[src/hdl/alt_pkg.sv]
`timescale 1ns / 1ps
package alt_pkg;

  typedef enum logic [1:0] {
    OP_PUSH  = 2'd0,
    OP_CLOSE = 2'd1,
    OP_TOKEN = 2'd2
  } op_t;

  typedef struct packed {
    op_t        op;
    logic [7:0] ch;
  } cmd_t;

  typedef struct packed {
    logic        result_kind;
    logic [6:0]  token_start;
    logic [6:0]  token_length;
    logic        eol;
    logic [6:0]  line_length;
    logic        line_too_long;
    logic [15:0] line_no;
    logic        error_seen;
  } res_t;

  localparam int QDEPTH = 4;
  localparam int QAW    = $clog2(QDEPTH);

  localparam logic ACT_TOKEN   = 1'b1;
  localparam logic KIND_LINE   = 1'b0;
  localparam logic KIND_TOKEN  = 1'b1;

  localparam logic [7:0] CH_LBRACK = 8'h5B;
  localparam logic [7:0] CH_QUOTE  = 8'h22;
  localparam logic [7:0] CH_COMMA  = 8'h2C;
  localparam logic [7:0] CH_RBRACK = 8'h5D;
  localparam logic [7:0] CH_EQ     = 8'h3D;

  localparam logic [15:0] LINES_MAX = 16'hFFFF;

  function automatic logic is_blank(input logic [7:0] c);
    return (c == 8'd32) || ((c >= 8'd9) && (c <= 8'd13));
  endfunction

endpackage

[src/hdl/assembly_line_tokenizer_top.sv]
`timescale 1ns / 1ps
// Assembler source line lexer.
// Input channel (in_valid / in_stall): each beat is a character push
// (in_action 0, in_last_char marks the line's final byte) or a token
// request (in_action 1). Output channel (out_valid / out_stall): one beat
// per line close (line status) and one per token request (token answer);
// plain pushes give no beat.
// Beats enter a 4-entry command queue; the executor drains it in order.
// The executor handles a push or a line close directly in S_IDLE; a
// line status passes through the command queue and the output register.
// A token request scans the line store one byte per cycle: it skips
// leading blanks, then walks the token until a byte ends it; an opening
// bracket is kept as the token's last byte. A quoted token runs to the
// line's last quote. The result beat is registered when the scan ends.
// The single read port of the line store sets this pace.
// Reset clears counters, flags and the queue; the line store needs no
// clearing. A stalled output holds its beat; pushes keep executing, the
// next command with a result waits, and once the queue is full in_stall
// rises.
module assembly_line_tokenizer_top #(
  parameter int LINE_MAX = 80
) (
  input  logic        clk,
  input  logic        rst_n,
  input  logic        in_valid,
  output logic        in_stall,
  input  logic        in_action,
  input  logic [7:0]  in_char_code,
  input  logic        in_last_char,
  output logic        out_valid,
  input  logic        out_stall,
  output logic        out_result_kind,
  output logic [6:0]  out_token_start,
  output logic [6:0]  out_token_length,
  output logic        out_eol,
  output logic [6:0]  out_line_length,
  output logic        out_line_too_long,
  output logic [15:0] out_line_no,
  output logic        out_error_seen
);

  logic          q_push, q_full, q_pop, q_empty;
  alt_pkg::cmd_t q_wcmd, q_rcmd;
  alt_pkg::res_t res;

  alt_front u_front (
    .in_valid     (in_valid),
    .in_stall     (in_stall),
    .in_action    (in_action),
    .in_char_code (in_char_code),
    .in_last_char (in_last_char),
    .q_full       (q_full),
    .q_push       (q_push),
    .q_cmd        (q_wcmd)
  );

  alt_queue u_queue (
    .clk   (clk),
    .rst_n (rst_n),
    .push  (q_push),
    .wdata (q_wcmd),
    .full  (q_full),
    .pop   (q_pop),
    .rdata (q_rcmd),
    .empty (q_empty)
  );

  alt_back #(
    .LINE_MAX (LINE_MAX)
  ) u_back (
    .clk       (clk),
    .rst_n     (rst_n),
    .q_empty   (q_empty),
    .q_cmd     (q_rcmd),
    .q_pop     (q_pop),
    .out_stall (out_stall),
    .out_valid (out_valid),
    .out_res   (res)
  );

  assign out_result_kind   = res.result_kind;
  assign out_token_start   = res.token_start;
  assign out_token_length  = res.token_length;
  assign out_eol           = res.eol;
  assign out_line_length   = res.line_length;
  assign out_line_too_long = res.line_too_long;
  assign out_line_no       = res.line_no;
  assign out_error_seen    = res.error_seen;

endmodule

[src/hdl/alt_front.sv]
`timescale 1ns / 1ps
module alt_front (
  input  logic          in_valid,
  output logic          in_stall,
  input  logic          in_action,
  input  logic [7:0]    in_char_code,
  input  logic          in_last_char,
  input  logic          q_full,
  output logic          q_push,
  output alt_pkg::cmd_t q_cmd
);

  assign in_stall = q_full;
  assign q_push   = in_valid && !q_full;

  always_comb begin
    q_cmd.ch = in_char_code;
    if (in_action == alt_pkg::ACT_TOKEN) begin
      q_cmd.op = alt_pkg::OP_TOKEN;
    end else if (in_last_char) begin
      q_cmd.op = alt_pkg::OP_CLOSE;
    end else begin
      q_cmd.op = alt_pkg::OP_PUSH;
    end
  end

endmodule

[src/hdl/alt_queue.sv]
`timescale 1ns / 1ps
module alt_queue (
  input  logic          clk,
  input  logic          rst_n,
  input  logic          push,
  input  alt_pkg::cmd_t wdata,
  output logic          full,
  input  logic          pop,
  output alt_pkg::cmd_t rdata,
  output logic          empty
);

  localparam logic [alt_pkg::QAW:0] DEPTH_C = (alt_pkg::QAW + 1)'(alt_pkg::QDEPTH);

  alt_pkg::cmd_t             mem_r [alt_pkg::QDEPTH];
  logic [alt_pkg::QAW-1:0]   wp_r, wp_nxt;
  logic [alt_pkg::QAW-1:0]   rp_r, rp_nxt;
  logic [alt_pkg::QAW:0]     cnt_r, cnt_nxt;
  logic                      push_ok, pop_ok;

  assign full    = (cnt_r == DEPTH_C);
  assign empty   = (cnt_r == '0);
  assign push_ok = push && !full;
  assign pop_ok  = pop && !empty;
  assign rdata   = mem_r[rp_r];

  always_comb begin
    wp_nxt  = push_ok ? wp_r + 1'b1 : wp_r;
    rp_nxt  = pop_ok ? rp_r + 1'b1 : rp_r;
    cnt_nxt = cnt_r;
    if (push_ok && !pop_ok) begin
      cnt_nxt = cnt_r + 1'b1;
    end else if (pop_ok && !push_ok) begin
      cnt_nxt = cnt_r - 1'b1;
    end
  end

  always_ff @(posedge clk) begin
    if (!rst_n) begin
      wp_r  <= '0;
      rp_r  <= '0;
      cnt_r <= '0;
    end else begin
      wp_r  <= wp_nxt;
      rp_r  <= rp_nxt;
      cnt_r <= cnt_nxt;
    end
  end

  always_ff @(posedge clk) begin
    if (push_ok) begin
      mem_r[wp_r] <= wdata;
    end
  end

endmodule

[src/hdl/alt_back.sv]
`timescale 1ns / 1ps
module alt_back #(
  parameter int LINE_MAX = 80
) (
  input  logic          clk,
  input  logic          rst_n,
  input  logic          q_empty,
  input  alt_pkg::cmd_t q_cmd,
  output logic          q_pop,
  input  logic          out_stall,
  output logic          out_valid,
  output alt_pkg::res_t out_res
);

  localparam int CW = $clog2(LINE_MAX + 1);
  localparam int AW = $clog2(LINE_MAX);
  localparam logic [CW-1:0] MAX_C  = CW'(LINE_MAX);
  localparam logic [CW-1:0] LAST_C = CW'(LINE_MAX - 1);
  localparam logic [CW-1:0] ONE_C  = CW'(1);

  typedef enum logic [2:0] {
    S_IDLE = 3'b001,
    S_SKIP = 3'b010,
    S_TOK  = 3'b100
  } state_t;

  logic [7:0]    store_r [LINE_MAX];
  logic [7:0]    rdata_r;
  logic [AW-1:0] rd_addr;
  logic          wr_en;
  logic [AW-1:0] wr_addr;

  state_t        state_r, state_nxt;
  logic [CW-1:0] chars_r, chars_nxt;
  logic [CW-1:0] run_len_r, run_len_nxt;
  logic          run_qv_r, run_qv_nxt;
  logic [AW-1:0] run_q_r, run_q_nxt;
  logic [CW-1:0] len_r, len_nxt;
  logic          qv_r, qv_nxt;
  logic [AW-1:0] q_r, q_nxt;
  logic [CW-1:0] scan_r, scan_nxt;
  logic [CW-1:0] idx_r, idx_nxt;
  logic [CW-1:0] start_r, start_nxt;
  logic [CW-1:0] n_r, n_nxt;
  logic [15:0]   lines_r, lines_nxt;
  logic          err_r, err_nxt;
  logic          out_valid_r, out_valid_nxt;
  alt_pkg::res_t out_res_r, out_res_nxt;

  alt_pkg::res_t res;
  logic          res_fire;
  logic          load_ok;
  logic          ch_blank, ch_quote, store_ok, too_long;
  logic [CW-1:0] chars_inc;
  logic          fin;
  logic [CW-1:0] fin_n, fin_scan, end_i, q_ext;

  assign load_ok   = !out_valid_r || !out_stall;
  assign ch_blank  = alt_pkg::is_blank(q_cmd.ch);
  assign ch_quote  = (q_cmd.ch == alt_pkg::CH_QUOTE);
  assign store_ok  = (chars_r < MAX_C);
  assign chars_inc = chars_r + ONE_C;
  assign too_long  = (chars_r >= LAST_C);
  assign q_ext     = CW'(q_r);
  assign wr_addr   = chars_r[AW-1:0];

  always_comb begin
    state_nxt   = state_r;
    chars_nxt   = chars_r;
    run_len_nxt = run_len_r;
    run_qv_nxt  = run_qv_r;
    run_q_nxt   = run_q_r;
    len_nxt     = len_r;
    qv_nxt      = qv_r;
    q_nxt       = q_r;
    scan_nxt    = scan_r;
    idx_nxt     = idx_r;
    start_nxt   = start_r;
    n_nxt       = n_r;
    lines_nxt   = lines_r;
    err_nxt     = err_r;
    q_pop       = 1'b0;
    wr_en       = 1'b0;
    res_fire    = 1'b0;
    res         = '0;
    fin         = 1'b0;
    fin_n       = n_r;
    fin_scan    = idx_r;
    end_i       = idx_r;

    unique case (state_r)
      S_IDLE: begin
        if (!q_empty) begin
          unique case (q_cmd.op)
            alt_pkg::OP_PUSH: begin
              q_pop = 1'b1;
              if (store_ok) begin
                wr_en     = 1'b1;
                chars_nxt = chars_inc;
                if (!ch_blank) begin
                  run_len_nxt = chars_inc;
                end
                if (ch_quote) begin
                  run_qv_nxt = 1'b1;
                  run_q_nxt  = chars_r[AW-1:0];
                end
              end
            end
            alt_pkg::OP_CLOSE: begin
              if (load_ok) begin
                q_pop       = 1'b1;
                wr_en       = store_ok;
                chars_nxt   = '0;
                scan_nxt    = '0;
                run_len_nxt = '0;
                run_qv_nxt  = 1'b0;
                if (too_long) begin
                  len_nxt = '0;
                  qv_nxt  = 1'b0;
                  err_nxt = 1'b1;
                end else begin
                  len_nxt = ch_blank ? run_len_r : chars_inc;
                  qv_nxt  = run_qv_r || ch_quote;
                  q_nxt   = ch_quote ? chars_r[AW-1:0] : run_q_r;
                  if (lines_r != alt_pkg::LINES_MAX) begin
                    lines_nxt = lines_r + 16'd1;
                  end
                end
                res_fire          = 1'b1;
                res.result_kind   = alt_pkg::KIND_LINE;
                res.line_length   = 7'(len_nxt);
                res.line_too_long = too_long;
                res.line_no       = lines_nxt;
                res.error_seen    = err_nxt;
              end
            end
            alt_pkg::OP_TOKEN: begin
              if (chars_r != '0) begin
                if (load_ok) begin
                  q_pop           = 1'b1;
                  res_fire        = 1'b1;
                  res.result_kind = alt_pkg::KIND_TOKEN;
                  res.token_start = 7'(scan_r);
                  res.eol         = 1'b1;
                  res.line_length = 7'(len_r);
                  res.line_no     = lines_r;
                  res.error_seen  = err_r;
                end
              end else begin
                q_pop     = 1'b1;
                idx_nxt   = scan_r;
                state_nxt = S_SKIP;
              end
            end
            default: begin
              q_pop = 1'b1;
            end
          endcase
        end
      end
      S_SKIP: begin
        priority if (idx_r >= len_r) begin
          if (load_ok) begin
            res_fire        = 1'b1;
            res.result_kind = alt_pkg::KIND_TOKEN;
            res.token_start = 7'(idx_r);
            res.eol         = 1'b1;
            res.line_length = 7'(len_r);
            res.line_no     = lines_r;
            res.error_seen  = err_r;
            scan_nxt        = idx_r;
            state_nxt       = S_IDLE;
          end
        end else if (alt_pkg::is_blank(rdata_r)) begin
          idx_nxt = idx_r + ONE_C;
        end else begin
          start_nxt = idx_r;
          n_nxt     = '0;
          state_nxt = S_TOK;
        end
      end
      S_TOK: begin
        priority if (idx_r >= len_r || alt_pkg::is_blank(rdata_r)) begin
          fin = 1'b1;
        end else if (rdata_r == alt_pkg::CH_LBRACK) begin
          fin      = 1'b1;
          fin_n    = n_r + ONE_C;
          fin_scan = idx_r + ONE_C;
        end else if (rdata_r == alt_pkg::CH_QUOTE && n_r == '0) begin
          fin      = 1'b1;
          end_i    = (qv_r && q_ext > idx_r) ? q_ext : idx_r;
          fin_n    = end_i - idx_r + ONE_C;
          fin_scan = end_i + ONE_C;
        end else if (rdata_r == alt_pkg::CH_COMMA || rdata_r == alt_pkg::CH_RBRACK ||
                     rdata_r == alt_pkg::CH_EQ) begin
          fin = 1'b1;
          if (n_r == '0) begin
            fin_n    = ONE_C;
            fin_scan = idx_r + ONE_C;
          end
        end else begin
          idx_nxt = idx_r + ONE_C;
          n_nxt   = n_r + ONE_C;
        end
        if (fin && load_ok) begin
          res_fire         = 1'b1;
          res.result_kind  = alt_pkg::KIND_TOKEN;
          res.token_start  = 7'(start_r);
          res.token_length = 7'(fin_n);
          res.line_length  = 7'(len_r);
          res.line_no      = lines_r;
          res.error_seen   = err_r;
          scan_nxt         = fin_scan;
          state_nxt        = S_IDLE;
        end
      end
      default: begin
        state_nxt = S_IDLE;
      end
    endcase

    rd_addr = (state_r == S_IDLE) ? scan_r[AW-1:0] : idx_nxt[AW-1:0];

    out_res_nxt   = out_res_r;
    out_valid_nxt = out_valid_r;
    if (res_fire) begin
      out_res_nxt   = res;
      out_valid_nxt = 1'b1;
    end else if (!out_stall) begin
      out_valid_nxt = 1'b0;
    end
  end

  always_ff @(posedge clk) begin
    if (!rst_n) begin
      state_r     <= S_IDLE;
      chars_r     <= '0;
      run_len_r   <= '0;
      run_qv_r    <= 1'b0;
      len_r       <= '0;
      qv_r        <= 1'b0;
      scan_r      <= '0;
      idx_r       <= '0;
      start_r     <= '0;
      n_r         <= '0;
      lines_r     <= '0;
      err_r       <= 1'b0;
      out_valid_r <= 1'b0;
    end else begin
      state_r     <= state_nxt;
      chars_r     <= chars_nxt;
      run_len_r   <= run_len_nxt;
      run_qv_r    <= run_qv_nxt;
      len_r       <= len_nxt;
      qv_r        <= qv_nxt;
      scan_r      <= scan_nxt;
      idx_r       <= idx_nxt;
      start_r     <= start_nxt;
      n_r         <= n_nxt;
      lines_r     <= lines_nxt;
      err_r       <= err_nxt;
      out_valid_r <= out_valid_nxt;
    end
  end

  always_ff @(posedge clk) begin
    run_q_r   <= run_q_nxt;
    q_r       <= q_nxt;
    out_res_r <= out_res_nxt;
  end

  always_ff @(posedge clk) begin
    if (wr_en) begin
      store_r[wr_addr] <= q_cmd.ch;
    end
    rdata_r <= store_r[rd_addr];
  end

  assign out_valid = out_valid_r;
  assign out_res   = out_res_r;

endmodule

[config.mk]
export PLATFORM = sky130hd
export DESIGN_NAME = assembly_line_tokenizer_top
export DESIGN_NICKNAME = d
export VERILOG_FILES = /design/src/hdl/alt_pkg.sv /design/src/hdl/assembly_line_tokenizer_top.sv /design/src/hdl/alt_front.sv /design/src/hdl/alt_queue.sv /design/src/hdl/alt_back.sv
export SDC_FILE = /design/constraint.sdc
export NUM_CORES = 1
export LEC_CHECK = 0
export BUFFER_PORTS_ARGS = -buffer_cell sky130_fd_sc_hd__clkbuf_2
export CAP_MARGIN = 20
export CORE_MARGIN = 3
export CORE_UTILIZATION = 30
export CTS_CLUSTER_SIZE = 30
export DETAILED_ROUTE_END_ITERATION = 8
export GPL_ROUTABILITY_DRIVEN = 1
export REMOVE_ABC_BUFFERS = 1
export SLEW_MARGIN = 15
export SYNTH_ARGS = -nofsm -noshare
export SYNTH_HDL_FRONTEND = slang
export SYNTH_SLANG_ARGS = --single-unit
[constraint.sdc]
create_clock -name clk -period 5.42 [get_ports clk]
set_input_delay 0.542 -clock clk [delete_from_list [all_inputs] [get_ports clk]]
set_output_delay 0.542 -clock clk [all_outputs]
set_load 0.05 [all_outputs]
==> summary.md <==
| Metric | Value |
|---|---|
| Status | `finished clean` |
| Worst path arrival time | `5.47 ns` |
| Clock transition at the registers of the reported paths | `0.06 ns` |
| Hold Crit Start | `in_char_code[3]` |
| DRT antenna net count | `0` |
| Worst skew pair latency | `0.64 ns` |
| Synth Instances | `2928` |
| Most frequent cells in the layout | `edfxtp_1 (735), nand2_1 (587), nand3_1 (274)` |
| Commonest non-fill, non-tap cell in the layout | `edfxtp_1` |
| H-Tree Depth | `3` |
| FMAX | `203 MHz` |
| Worst Setup End Kind | `register` |
| Post_cts resized | `0` |
| Worst r2r src | `u_back.idx_r[0]` |
| Root Buffer | `clkbuf_16` |
| Slew Limit Fails | `0` |
| FF-to-FF setup slack | `0.50 ns` |
| GR Layer Usage met1 | `20.9%` |
| Max_cap viols | `0` |
| Worst slew margin | `32.9%` |
| Syn_area_per_cell | `12.1 sq um` |
| Switch share | `36.8%` |
| Largest net degree at the start of global routing | `82` |
| 1st-iter DRT viols | `2586` |
| Vias in the first global route | `23.1k` |
| Routed vias | `23.8k` |
| WL per Instance | `21.0 um` |
| Final cell count without fillers | `4586` |
| Busiest grt layer | `met2` |
| Clock power share | `27.8%` |
| Diode count | `0` |
| Reg power frac | `37.8%` |
| Ys Warns | `0` |
| Standard-cell row count | `125` |
| Power share of the combinational group | `34.4%` |
| Vias per inst | `5.19` |
| NumNets Final | `3046` |
| RSZ-0062 raised after global routing | `false` |
| P per Cell Area | `524 nW/um^2` |
| Fraction of registers with async set/reset | `0%` |
| CP required | `5.98 ns` |
| Clock sinks | `824` |
| Synth Area in Compound Gates | `8.62%` |
| Core box area | `117000 sq um` |
| Measured slew at the worst slew-check pin | `1.01 ns` |
| Grt ovf | `0` |
| Pre-CTS setup slack | `0.660 ns` |
| Dpl hpwl | `61.2 mm` |
| Sequential share of the synthesized area | `67.5%` |
| Die H | `349 um` |
| Initial Utilization | `30.3%` |
| Yosys cell types | `87` |
| P_sw | `7.80 mW` |
| Clock Path Buffers | `3` |
| Largest family of logic cells by synthesized area | `simple AND/OR/NAND/NOR gates` |
| Initial antenna violation count | `1` |
| Met2 Track Usage GR | `24.7%` |
| Reg2reg end | `u_back.rdata_r[2]` |
| Drt total wl | `96.1 mm` |
| First-pass GRT wire length | `146 mm` |
| Post-synthesis mux area share | `3.22%` |
| Hold Vio Cnt, Final | `0` |
| Fin crit period | `4.92 ns` |
| Reg2reg path depth | `15` |
| Pwr Total | `21.2 mW` |
| Die area | `122000 sq um` |
| Min-delay worst type | `in -> reg` |
| Predominant post-synthesis flop cell | `edfxtp_1` |
| IO Port Bufs | `56` |
| Hold path depth | `1` |
| Post-Synth Adder-Cell Area | `1.53%` |
| Area post-placement | `37700 sq um` |
| Placed Instances | `4426` |
| Crit Path Max Fanout | `48` |
| Internal power | `13.4 mW` |
| Critical path type | `reg -> reg` |
| Setup ws final | `0.504 ns` |
| Tot GR Track Use | `15.6%` |
| Post-synth EDFFs | `735` |
| Cts hold-fix bufs | `0` |
| Gp weighted congestion | `0.884` |
| CTS tree | `built` |
| Worst vdd ir | `0.000422 V` |
| Post-route cell area | `40500 sq um` |
| CP startpoint | `u_back.idx_r[0]` |
| Layout area overhead | `14.6%` |
| Synth Area in Simple Gates | `15.8%` |
| CP Launch Type | `register` |
| CTS Buf Count | `85` |
| Final Cycle Share | `90.7%` |
| DRC | `0` |
| Boundary Pins | `57` |
| Drt pass-1 iters | `6` |
| Share of cells above drive strength 1 | `10.7%` |
| Die X | `349 um` |
| # setup viols final | `0` |
| Yosys reg bits | `824` |
| Hold EP | `u_queue.mem_r[2][3]` |
| Leak | `13.7 nW` |
| XOR/XNOR share of the synthesized area | `0.818%` |
| Mapped cell area | `35300 sq um` |
| Routing usage on met3 | `3.19%` |
| Post-CTS Setup Bufs | `0` |
| Skew final | `0.0264 ns` |
==> per-stage QoR <==
step                      hold slack (ns)  TNS, ns  utilization (%)
after global routing                0.115        0             34.7
after floorplan                     0.437   -23.30                -
after detailed placement            0.454        0             32.3
after CTS                          0.0901        0             34.7
after global placement              0.448        0             32.3
final                               0.125        0             34.7
==> final cells by class <==
type | count | area, sq um
inverter | 43 | 161
clock inverter | 42 | 424
sequential | 824 | 23900
clock buffer | 117 | 2390
multi-input combinational | 1890 | 10600
timing repair buffer | 146 | 1120
tap | 1524 | 1910
fill | 11300 | 76000
==> cells in the mapped netlist, drive strengths merged (5+ instances only) <==
library cell / count / area, sq um
a211oi: 9 / 67.6
a21boi: 5 / 37.5
a21o: 7 / 52.6
a21oi: 117 / 586
a221o: 5 / 50.1
a221oi: 8 / 95.1
a222oi: 11 / 110
a22oi: 43 / 328
a311o: 5 / 51.3
a31oi: 41 / 257
a32o: 12 / 120
a32oi: 25 / 219
and2: 21 / 131
and3: 31 / 194
buf: 80 / 389
clkbuf: 91 / 342
dfxtp: 89 / 1780
edfxtp: 735 / 22100
ha: 40 / 500
inv: 43 / 161
mux2: 8 / 90.1
mux2i: 73 / 731
mux4: 14 / 315
nand2: 587 / 2200
nand2b: 9 / 56.3
nand3: 276 / 1380
nand3b: 8 / 60.1
nand4: 25 / 163
nor2: 232 / 883
nor2b: 23 / 144
nor3: 20 / 105
o211ai: 10 / 75.1
o21a: 9 / 67.6
o21ai: 98 / 494
o22ai: 12 / 75.1
o31ai: 7 / 52.6
or3: 9 / 56.3
xnor2: 20 / 175
xor2: 13 / 114
==> routing by layer <==
metal  up-vias  routed length, um
met1     11800              40800
met5         -                  0
li1      11000                  -
met4         0               3240
met3       170               7440
met2       912              44700
==> logic make-up (layout without fill, tap and decap cells) <==
| family | after synthesis | in the layout |
|---|---|---|
| xor+xnor | 33 | 33 |
| buf+inv | 214 | 348 |
| fa+ha+maj | 42 | 42 |
| flops | 824 | 824 |
| mux | 95 | 95 |
| simple gates | 1263 | 1263 |
| compound gates | 457 | 457 |
==> state kept, by name, summed over array words and instances, names as in the netlist, 7 cells and up, named ones only <==
signal and count:
u_back.run_q_r 7, u_back.idx_r 7, u_back.q_ext 7, u_back.rdata_r 8, u_back.scan_r 7, u_back.out_res 41
u_queue.mem_r 40, u_back.len_r 7, u_back.store_r 640, u_back.start_r 7, u_back.run_len_r 7, u_back.n_r 7
u_back.chars_r 7, u_back.lines_r 16
==> worst max-delay path: stages (launching register included) <==
cell and delay (ns):
dfxtp_1 0.60, inv_1 0.19, ha_1 0.32, nand2b_1 0.15
a31oi_1 0.21, o21a_1 0.30, nand2_1 0.29, nand4_1 0.26
and3_4 0.68, buf_4 0.47, nand2_1 0.10, and3_1 0.18
a311o_1 0.29, a32oi_1 0.45, a21oi_1 0.15, nor3_1 0.19
==> power by group through the flow <==
stage / Sequential, mW / Clock, mW / Combinational, mW
global placement: 8.15 / 0 / 7.22
floorplan: 8.28 / 0 / 4.50
finish: 8.02 / 5.89 / 7.29
global route: 8.05 / 6.26 / 7.93
detailed placement: 8.16 / 0 / 7.25
CTS: 8.02 / 6.00 / 7.27
==> worst max path at each step <==
stage,endpoint,cells after the start,slack (ns)
2_1_floorplan,u_back.rdata_r[4],11,-3.02
3_3_place_gp,u_back.rdata_r[5],15,0.79
3_5_place_dp,u_back.rdata_r[5],15,0.66
4_1_cts,u_back.rdata_r[5],15,0.64
5_1_grt,u_back.rdata_r[5],15,0.13
6_report,u_back.rdata_r[2],15,0.50
Power figures use the tool's default switching activity.
